--- src/rtl/smsd_pkg.sv ---
package smsd_pkg;

  localparam int WINDOW_MAX_DEF  = 64;
  localparam int VALUE_WIDTH_DEF = 16;
  localparam int LEN_WIDTH       = 7;
  localparam int COUNT_WIDTH     = 32;

  // Sequencer states of the window update.
  typedef enum logic [3:0] {
    ST_IDLE,
    ST_MED_LO,
    ST_MED_HI,
    ST_OLD_RD,
    ST_OLD_WAIT,
    ST_REM_SCAN,
    ST_REM_SHIFT,
    ST_INS_SHIFT,
    ST_INS_PLACE,
    ST_OUT
  } seq_state_t;

endpackage

--- src/rtl/smsd_if.sv ---
interface smsd_in_if #(
  parameter int VALUE_WIDTH = 16
) (
  input logic clk
);
  logic                   valid;
  logic                   ready;
  logic [VALUE_WIDTH-1:0] sample_value;

  modport source (output valid, output sample_value, input ready);
  modport sink (input valid, input sample_value, output ready);
endinterface

interface smsd_out_if #(
  parameter int VALUE_WIDTH = 16
) (
  input logic clk
);
  logic                 valid;
  logic                 ready;
  logic                 window_full;
  logic                 alert;
  logic [VALUE_WIDTH:0] twice_median;
  logic [31:0]          alert_count;

  modport source (output valid, output window_full, output alert, output twice_median,
                  output alert_count, input ready);
  modport sink (input valid, input window_full, input alert, input twice_median,
                input alert_count, output ready);
endinterface

--- src/rtl/sliding_median_spike_detector.sv ---
// Channel   Dir  Fields
// in_ch     in   sample_value
// out_ch    out  window_full, alert, twice_median, alert_count
// cfg       in   cfg_we, cfg_wdata (window_len)
//
// With a full window an item walks the sorted window memory, which has one read and one
// write port, once to remove the oldest sample and once to insert the new one. While the
// window fills, only the insertion walk is made. One item is in work at a time.
// Reset is synchronous and clears only the control state; the memories are not cleared.
// The result waits in its own output register, so the next item is accepted meanwhile; the
// sequencer stalls in its last state only while the previous result has not been taken.
module sliding_median_spike_detector #(
  parameter int WINDOW_MAX  = smsd_pkg::WINDOW_MAX_DEF,
  parameter int VALUE_WIDTH = smsd_pkg::VALUE_WIDTH_DEF
) (
  input  logic                           clk,
  input  logic                           rst,
  input  logic                           cfg_we,
  input  logic [smsd_pkg::LEN_WIDTH-1:0] cfg_wdata,
  smsd_in_if.sink                        in_ch,
  smsd_out_if.source                     out_ch
);
  import smsd_pkg::*;

  localparam int AW = $clog2(WINDOW_MAX);
  localparam int FW = $clog2(WINDOW_MAX + 1);

  seq_state_t state, state_next;

  logic [FW-1:0]          window_len;
  logic [FW-1:0]          fill_level;
  logic [AW-1:0]          ring_pointer;
  logic [COUNT_WIDTH-1:0] alert_total;
  logic [VALUE_WIDTH-1:0] sample;
  logic [VALUE_WIDTH-1:0] old_value;
  logic [VALUE_WIDTH-1:0] lo_value;
  logic [FW-1:0]          idx;
  logic                   full;
  logic                   out_valid;
  logic                   out_alert;
  logic [VALUE_WIDTH:0]   out_twice;
  logic                   res_full;
  logic                   res_alert;
  logic [VALUE_WIDTH:0]   res_twice;
  logic [COUNT_WIDTH-1:0] res_count;

  // Memory ports.
  logic                   ring_we;
  logic [AW-1:0]          ring_rd_addr;
  logic [VALUE_WIDTH-1:0] ring_rd_data;
  logic                   sort_we;
  logic [AW-1:0]          sort_wr_addr;
  logic [VALUE_WIDTH-1:0] sort_wr_data;
  logic [AW-1:0]          sort_rd_addr;
  logic [VALUE_WIDTH-1:0] sort_rd_data;

  smsd_ram #(.DEPTH(WINDOW_MAX), .WIDTH(VALUE_WIDTH)) u_ring (
    .clk(clk), .wr_en(ring_we), .wr_addr(ring_pointer), .wr_data(sample),
    .rd_addr(ring_rd_addr), .rd_data(ring_rd_data)
  );

  smsd_ram #(.DEPTH(WINDOW_MAX), .WIDTH(VALUE_WIDTH)) u_sorted (
    .clk(clk), .wr_en(sort_we), .wr_addr(sort_wr_addr), .wr_data(sort_wr_data),
    .rd_addr(sort_rd_addr), .rd_data(sort_rd_data)
  );

  logic [FW-1:0] half;
  logic [FW-1:0] fill_m1;
  logic [VALUE_WIDTH:0] twice_val;
  logic [FW-1:0] cfg_len;

  assign half    = window_len >> 1;
  assign fill_m1 = fill_level - FW'(1);
  assign ring_rd_addr = ring_pointer;

  // Clamp a written length into one to the window maximum.
  always_comb begin
    if (cfg_wdata == '0) begin
      cfg_len = FW'(1);
    end else if (32'(cfg_wdata) > WINDOW_MAX) begin
      cfg_len = FW'(WINDOW_MAX);
    end else begin
      cfg_len = FW'(cfg_wdata);
    end
  end

  // Twice the median: the read data doubled for an odd length, else the registered lower value plus the read data.
  always_comb begin
    if (window_len[0]) begin
      twice_val = {sort_rd_data, 1'b0};
    end else begin
      twice_val = {1'b0, lo_value} + {1'b0, sort_rd_data};
    end
  end

  // Next state.
  always_comb begin
    state_next = state;
    case (state)
      ST_IDLE: begin
        if (in_ch.valid) begin
          state_next = (fill_level >= window_len) ? ST_MED_LO : ST_INS_SHIFT;
        end
      end
      ST_MED_LO:    state_next = ST_MED_HI;
      ST_MED_HI:    state_next = ST_OLD_RD;
      ST_OLD_RD:    state_next = ST_OLD_WAIT;
      ST_OLD_WAIT:  state_next = ST_REM_SCAN;
      ST_REM_SCAN: begin
        if (idx >= fill_level) begin
          state_next = ST_INS_SHIFT;
        end else if (sort_rd_data == old_value) begin
          state_next = ST_REM_SHIFT;
        end
      end
      ST_REM_SHIFT: begin
        if (idx >= fill_level) begin
          state_next = ST_INS_SHIFT;
        end
      end
      ST_INS_SHIFT: begin
        if (idx == '0 || sort_rd_data <= sample) begin
          state_next = ST_INS_PLACE;
        end
      end
      ST_INS_PLACE: state_next = ST_OUT;
      ST_OUT:       state_next = (out_valid && !out_ch.ready) ? ST_OUT : ST_IDLE;
      default:      state_next = ST_IDLE;
    endcase
  end

  // Memory addresses and writes for each state.
  always_comb begin
    sort_we      = 1'b0;
    sort_wr_addr = idx[AW-1:0];
    sort_wr_data = sort_rd_data;
    sort_rd_addr = idx[AW-1:0];
    ring_we      = 1'b0;
    case (state)
      ST_IDLE: begin
        // Prime the first read: median or last sorted entry.
        if (fill_level >= window_len) begin
          sort_rd_addr = window_len[0] ? half[AW-1:0] : AW'(half - FW'(1));
        end else begin
          sort_rd_addr = AW'(fill_m1);
        end
      end
      ST_MED_LO:   sort_rd_addr = half[AW-1:0];
      ST_MED_HI:   sort_rd_addr = '0;
      ST_OLD_RD:   sort_rd_addr = '0;
      ST_OLD_WAIT: sort_rd_addr = '0;
      ST_REM_SCAN: sort_rd_addr = AW'(idx + FW'(1));
      ST_REM_SHIFT: begin
        // Entry idx holds the read of idx; write it one place down.
        if (idx < fill_level) begin
          sort_rd_addr = AW'(idx + FW'(1));
          sort_we      = 1'b1;
          sort_wr_addr = AW'(idx - FW'(1));
        end else begin
          // Prime the insertion walk with the entry below the new last one.
          sort_rd_addr = AW'(fill_level - FW'(2));
        end
      end
      ST_INS_SHIFT: begin
        sort_rd_addr = AW'(idx - FW'(2));
        if (idx != '0 && sort_rd_data > sample) begin
          sort_we      = 1'b1;
          sort_wr_addr = idx[AW-1:0];
        end
      end
      ST_INS_PLACE: begin
        sort_we      = 1'b1;
        sort_wr_addr = idx[AW-1:0];
        sort_wr_data = sample;
        ring_we      = 1'b1;
      end
      default: ;
    endcase
  end

  // Sequencer registers.
  always_ff @(posedge clk) begin
    if (rst) begin
      state        <= ST_IDLE;
      window_len   <= FW'(1);
      fill_level   <= '0;
      ring_pointer <= '0;
      alert_total  <= '0;
      out_valid    <= 1'b0;
    end else begin
      state <= state_next;
      // The result register is loaded when it is free and emptied when taken.
      if (state == ST_OUT && (!out_valid || out_ch.ready)) begin
        out_valid <= 1'b1;
        res_full  <= full;
        res_alert <= out_alert;
        res_twice <= out_twice;
        res_count <= alert_total;
      end else if (out_valid && out_ch.ready) begin
        out_valid <= 1'b0;
      end
      if (cfg_we) begin
        window_len   <= cfg_len;
        fill_level   <= '0;
        ring_pointer <= '0;
      end
      case (state)
        ST_IDLE: begin
          if (in_ch.valid) begin
            sample    <= in_ch.sample_value;
            full      <= fill_level >= window_len;
            out_alert <= 1'b0;
            out_twice <= '0;
            idx       <= fill_level;
            if (32'(ring_pointer) >= 32'(window_len)) begin
              ring_pointer <= '0;
            end
          end
        end
        ST_MED_LO: lo_value <= sort_rd_data;
        ST_MED_HI: begin
          out_twice <= twice_val;
          if ({1'b0, twice_val} <= {2'b0, sample}) begin
            out_alert <= 1'b1;
            if (alert_total != '1) begin
              alert_total <= alert_total + COUNT_WIDTH'(1);
            end
          end
        end
        ST_OLD_WAIT: begin
          old_value <= ring_rd_data;
          idx       <= '0;
        end
        ST_REM_SCAN: begin
          if (idx >= fill_level) begin
            idx <= fill_level;
          end else if (sort_rd_data == old_value) begin
            idx <= idx + FW'(1);
          end else begin
            idx <= idx + FW'(1);
          end
        end
        ST_REM_SHIFT: begin
          if (idx >= fill_level) begin
            fill_level <= fill_m1;
            idx        <= fill_m1;
          end else begin
            idx <= idx + FW'(1);
          end
        end
        ST_INS_SHIFT: begin
          if (!(idx == '0 || sort_rd_data <= sample)) begin
            idx <= idx - FW'(1);
          end
        end
        ST_INS_PLACE: begin
          fill_level <= fill_level + FW'(1);
          if (32'(ring_pointer) + 1 >= 32'(window_len)) begin
            ring_pointer <= '0;
          end else begin
            ring_pointer <= ring_pointer + AW'(1);
          end
        end
        default: ;
      endcase
    end
  end

  // Handshake and result outputs.
  assign in_ch.ready         = (state == ST_IDLE);
  assign out_ch.valid        = out_valid;
  assign out_ch.window_full  = res_full;
  assign out_ch.alert        = res_alert;
  assign out_ch.twice_median = res_twice;
  assign out_ch.alert_count  = res_count;

endmodule

--- src/rtl/smsd_ram.sv ---
module smsd_ram #(
  parameter int DEPTH = 64,
  parameter int WIDTH = 16
) (
  input  logic                     clk,
  input  logic                     wr_en,
  input  logic [$clog2(DEPTH)-1:0] wr_addr,
  input  logic [WIDTH-1:0]         wr_data,
  input  logic [$clog2(DEPTH)-1:0] rd_addr,
  output logic [WIDTH-1:0]         rd_data
);

  logic [WIDTH-1:0] mem [DEPTH];

  // One write and one registered read per cycle.
  always_ff @(posedge clk) begin
    if (wr_en) begin
      mem[wr_addr] <= wr_data;
    end
    rd_data <= mem[rd_addr];
  end

endmodule

--- src/flat_wrapper.sv ---
// flat-port wrapper written by rule: the top's interface ports become plain ports
module sliding_median_spike_detector_flat import smsd_pkg::*;
#(
  parameter int WINDOW_MAX  = smsd_pkg::WINDOW_MAX_DEF,
  parameter int VALUE_WIDTH = smsd_pkg::VALUE_WIDTH_DEF
)
  (clk, rst, cfg_we, cfg_wdata, in_ch_valid, in_ch_sample_value, in_ch_ready, out_ch_valid, out_ch_window_full, out_ch_alert, out_ch_twice_median, out_ch_alert_count, out_ch_ready);
  smsd_in_if #(.VALUE_WIDTH(VALUE_WIDTH)) in_ch_i (.clk(clk));
  smsd_out_if #(.VALUE_WIDTH(VALUE_WIDTH)) out_ch_i (.clk(clk));
  input  logic clk;
  input  logic rst;
  input  logic cfg_we;
  input  logic [smsd_pkg::LEN_WIDTH-1:0] cfg_wdata;
  input wire logic [$bits(in_ch_i.valid)-1:0] in_ch_valid;
  input wire logic [$bits(in_ch_i.sample_value)-1:0] in_ch_sample_value;
  output wire logic [$bits(in_ch_i.ready)-1:0] in_ch_ready;
  output wire logic [$bits(out_ch_i.valid)-1:0] out_ch_valid;
  output wire logic [$bits(out_ch_i.window_full)-1:0] out_ch_window_full;
  output wire logic [$bits(out_ch_i.alert)-1:0] out_ch_alert;
  output wire logic [$bits(out_ch_i.twice_median)-1:0] out_ch_twice_median;
  output wire logic [$bits(out_ch_i.alert_count)-1:0] out_ch_alert_count;
  input wire logic [$bits(out_ch_i.ready)-1:0] out_ch_ready;
  assign in_ch_i.valid = in_ch_valid;
  assign in_ch_i.sample_value = in_ch_sample_value;
  assign in_ch_ready = in_ch_i.ready;
  assign out_ch_valid = out_ch_i.valid;
  assign out_ch_window_full = out_ch_i.window_full;
  assign out_ch_alert = out_ch_i.alert;
  assign out_ch_twice_median = out_ch_i.twice_median;
  assign out_ch_alert_count = out_ch_i.alert_count;
  assign out_ch_i.ready = out_ch_ready;
  sliding_median_spike_detector #(.WINDOW_MAX(WINDOW_MAX), .VALUE_WIDTH(VALUE_WIDTH)) u_core (.clk(clk), .rst(rst), .cfg_we(cfg_we), .cfg_wdata(cfg_wdata), .in_ch(in_ch_i), .out_ch(out_ch_i));
endmodule
--- config.mk ---
export PLATFORM = sky130hd
export DESIGN_NAME = sliding_median_spike_detector_flat
export DESIGN_NICKNAME = d
export VERILOG_FILES = /design/src/rtl/smsd_pkg.sv /design/src/rtl/smsd_if.sv /design/src/rtl/sliding_median_spike_detector.sv /design/src/rtl/smsd_ram.sv /design/src/flat_wrapper.sv
export SDC_FILE = /design/constraint.sdc
export NUM_CORES = 2
export LEC_CHECK = 0
export ABC_AREA = 1
export BUFFER_PORTS_ARGS = -buffer_cell sky130_fd_sc_hd__buf_2
export CORE_ASPECT_RATIO = 0.5
export CORE_MARGIN = 3
export CORE_UTILIZATION = 35
export DETAILED_ROUTE_END_ITERATION = 7
export SKIP_LAST_GASP = 1
export SYNTH_ARGS = -nofsm -noshare
export SYNTH_HDL_FRONTEND = slang
export SYNTH_HIERARCHICAL = 1
export SYNTH_SLANG_ARGS = --single-unit
export TNS_END_PERCENT = 20
--- constraint.sdc ---
create_clock -name clk -period 13.4 [get_ports clk]
set_clock_uncertainty 0.2 [all_clocks]
set_input_delay 1.34 -clock clk [delete_from_list [all_inputs] [get_ports clk]]
set_output_delay 1.34 -clock clk [all_outputs]
set_load 0.02 [all_outputs]
==> results.rst <==
.. list-table::
   :header-rows: 1

   * - Metric
     - Value
   * - Run status
     - complete, no violations
   * - Number of I/O pins
     - 81
   * - Cell with the largest stage delay on the worst path
     - buf_4
   * - Total negative slack
     - 0 ns
   * - NumNets Final
     - 8514
   * - Type of the worst setup path
     - flip-flop to flip-flop
   * - Root buf cell
     - clkbuf_16
   * - Reg power frac
     - between 30% and 40%
   * - Cell Chain, Critical Path
     - clkinv_1, ha_1, nand2_1, nor2_1, nand4_1, nand3_1, clkinv_1, o21ai_0, o2111ai_4, inv_16, buf_4, buf_4, nand2_1, nand3_1, nand3_1, nand2_1, nand2_1, nand3_1, nand3_1, nand2_1
   * - Max-capacitance violation count
     - 0
   * - Half-perimeter wire length after placement
     - 146.3 mm
   * - GRT overflow
     - 0
   * - Highest-count cells in the layout ignoring fill and taps
     - 2860 x nand2_1, 2173 x edfxtp_1, 1826 x nand3_1
   * - Reg clk slew, reported paths
     - about 0.06 ns
   * - Count of standard-cell rows
     - between 100 and 150
   * - Sw frac
     - ~39%
   * - Setup Viol. Count Final
     - 0
   * - Startpoint Class
     - flip-flop
   * - FFs w/ async S/R, synth
     - 0%
   * - Cell taking the most area after synthesis
     - edfxtp_1
   * - Clk_lat worst skew
     - between 0.8 and 0.9 ns
   * - Final weighted congestion in routability-driven placement
     - 0.8912
   * - Die span in y
     - approximately 380 µm
   * - Commonest non-fill, non-tap cell in the layout
     - nand2_1
   * - Largest incremental delay on the critical path
     - between 0.7 and 0.8 ns
   * - CP endpoint kind
     - flip-flop
   * - First-pass iteration count of the detailed router
     - 6
   * - Part of the power in the clock network
     - a little over a quarter
   * - Maximum frequency from static timing analysis
     - roughly 150 MHz
   * - Total Wirelength
     - roughly 270 mm
   * - Worst IR Drop VDD
     - 0.3277 mV
   * - Syn Inst Count
     - roughly 8400
   * - Antenna-violating nets left
     - 0
   * - Layout Cells excl Fill
     - between 10000 and 15000
   * - Number of enable flip-flop cells after synthesis
     - roughly 2200
   * - Wire length of the first global-routing pass
     - around 390 mm
   * - Vias in the first global route
     - 59932
   * - Global-route total usage across every layer
     - a little under a fifth
   * - Int Power
     - ~0.013 W
   * - Pwr Density
     - roughly 210 nW/µm²
   * - Main flop type after synthesis
     - edfxtp_1
   * - Area share of the leading cell type in the synthesized netlist
     - 68.23%
   * - Number of H-tree branching levels
     - 4
   * - Routed via count divided by cell count
     - about 5.2
   * - Register bit count reported by yosys
     - ~2300
   * - Synth warn
     - 6
   * - Slew Limit Fails
     - 0
   * - Initial cell density of the core
     - between 30% and 40%
   * - Proportion of layout cells with a drive suffix above 1
     - around 8.3%
   * - Transition time at the pin with the least slew margin
     - 1.170 ns
   * - Synthesized area
     - 95630 µm²
   * - Final worst path period share
     - roughly 49%
   * - # clock sinks
     - between 2000 and 2500
   * - Combinational power share
     - a little over a third
   * - RSZ-0062 raised after global routing
     - false
   * - Number of buffers inserted during clock tree synthesis
     - around 220
   * - Proportion of synthesized chip area in sequential cells
     - between 70 and 80%
   * - Post-layout minimum cycle time
     - 6.516 ns
   * - DR vias
     - 63749
   * - Post-Syn Nets
     - ~8500
   * - Clock tree from TritonCTS
     - done
   * - Number of antenna violations at the first check in global routing
     - 4
   * - Mean cell area of the mapped netlist
     - 11.43 µm²
   * - Crit-path max FO
     - roughly 220
   * - Width of the die
     - between 700 and 800 µm
   * - Final-layout fill cell count
     - approximately 26000
   * - Relative area change from synthesis to final layout
     - 10.92%
   * - Arrival time worst endpoint
     - between 7 and 8 ns
   * - Class of the tightest hold or removal check
     - flip-flop to flip-flop
   * - Violation count after the first detailed-route iteration
     - 7248
   * - Maximum clock insertion buffer count
     - 4
   * - Total core area
     - approximately 270000 µm²
   * - Cell Count Post-Placement
     - between 10000 and 15000
   * - Number of buffers inserted by post-CTS setup repair
     - 0
   * - Detailed-route wire length per cell
     - 21.84 µm
   * - Hold bufs inserted after CTS
     - 0
   * - Sequential standard cell area
     - around 67000 µm²
   * - Yosys cell types
     - 59
   * - Total count of hold-check failures in the final report
     - 0
   * - Total net switching power
     - 0.008655 W
   * - Lkg Pwr
     - 37.76 nW
   * - Input/output buffers
     - 80
   * - Largest net degree at the start of global routing
     - around 260
   * - Die outline area
     - approximately 280000 µm²
   * - Post-route DRC violation count
     - 0
   * - Multi-input logic area
     - approximately 25000 µm²
   * - Resize count post-CTS
     - 0
   * - Critical Path RT
     - 13.99 ns
   * - Relative slew slack
     - between 20% and 30%
   * - Top post-synthesis cells by area
     - edfxtp_1 68%, nand2_1 11%, nand3_1 9.6%, dfxtp_1 1.9%, buf_2 1.2%
## cell usage after synthesis, drive strengths merged, types with 17 or more instances
cell	number
nand3	1828
ha	89
clkbuf	82
xnor2	17
edfxtp	2173
nand2	2873
nor2	215
a21oi	90
o21ai	72
nor4	29
xor2	42
inv	181
dfxtp	89
buf	406
nor3	26
nand4	67
## power by group through the flow
stage	Clock (W)	Sequential (W)	Combinational, W
after floorplan	0	0.00874	0.00513
after global placement	0	0.00872	0.00764
after detailed placement	0	0.00871	0.00768
after CTS	0.00593	0.00856	0.00770
after global routing	0.00620	0.00856	0.00844
final	0.00583	0.00856	0.00776
## logic make-up after synthesis
kind of cell,share of synthesized area [%]
DFF,70.10
and+or+nand+nor,22.75
xor gates and xnor gates,0.5403
adders and majority gates,1.185
buffers and inverters,4.007
AOI/OAI and AO/OA,1.425
## critical path, delay by kind of cell, from the launching register on
| kind | cells | cell delay, ns |
|---|---|---|
| and+or+nand+nor | 12 | 1.64 |
| AOI/OAI and AO/OA | 2 | 0.64 |
| adders and majority gates | 1 | 0.39 |
| DFF | 1 | 0.55 |
| buffers and inverters | 5 | 2.55 |
## per-stage QoR
step	cell area (µm²)	utilization, %	setup WS, ns	hold WS (ns)	total power (W)
3_5_place_dp	99530	36.96	7.091	0.1887	0.01640
2_1_floorplan	95630	-	7.626	0.1855	0.01387
5_1_grt	106100	39.39	6.483	0.1920	0.02321
4_1_cts	106100	39.39	7.083	0.1656	0.02220
3_3_place_gp	99530	36.96	7.149	0.1880	0.01636
6_report	106100	39.40	6.884	0.1593	0.02215
## area by class of cell
cell class,instances,area share (%)
multi-input combinational,5431,23.70
clock buffer,284,5.484
timing repair buffer,299,1.963
antenna,2,0.004718
clock inverter,103,0.6829
tap,3604,4.251
inverter,185,0.7053
sequential,2262,63.21
## registers in the layout (all words and copies together), names as in the netlist, 16 cells and up
name,count
u_core/old_value,16
u_core/out_twice,17
u_core/u_ring/mem,1024
u_core/alert_total,32
u_core/u_ring/rd_data,16
u_core/sample,16
u_core/out_ch.twice_median,17
u_core/u_sorted/mem,1024
u_core/out_ch.alert_count,32
u_core/u_sorted/rd_data,16
u_core/lo_value,16
## routing by layer
| metal | share of wire, % | global-route usage, % | vias up |
|---|---|---|---|
| met1 | 42 | 24.87 | 31484 |
| met4 | 2.6 | 4.995 | 2 |
| met5 | 0.0026 | 0 | - |
| li1 | - | - | 29403 |
| met2 | 48 | 30.52 | 2441 |
| met3 | 7.2 | 2.683 | 419 |
## final timing paths
check,start,to,slack (ns),depth (start not counted)
hold reg to reg,u_core/u_ring/rd_data[8]$_DFF_P_,u_core/old_value[8]$_DFFE_PP_,0.16,0
setup / recovery,u_core/fill_level[0]$_SDFF_PP0_,u_core/u_sorted/rd_data[13]$_DFF_P_,6.88,20
hold / removal,u_core/u_ring/rd_data[8]$_DFF_P_,u_core/old_value[8]$_DFFE_PP_,0.16,0
setup reg to reg,u_core/fill_level[0]$_SDFF_PP0_,u_core/u_sorted/rd_data[13]$_DFF_P_,6.88,20
(Power assumes the default switching activity.)
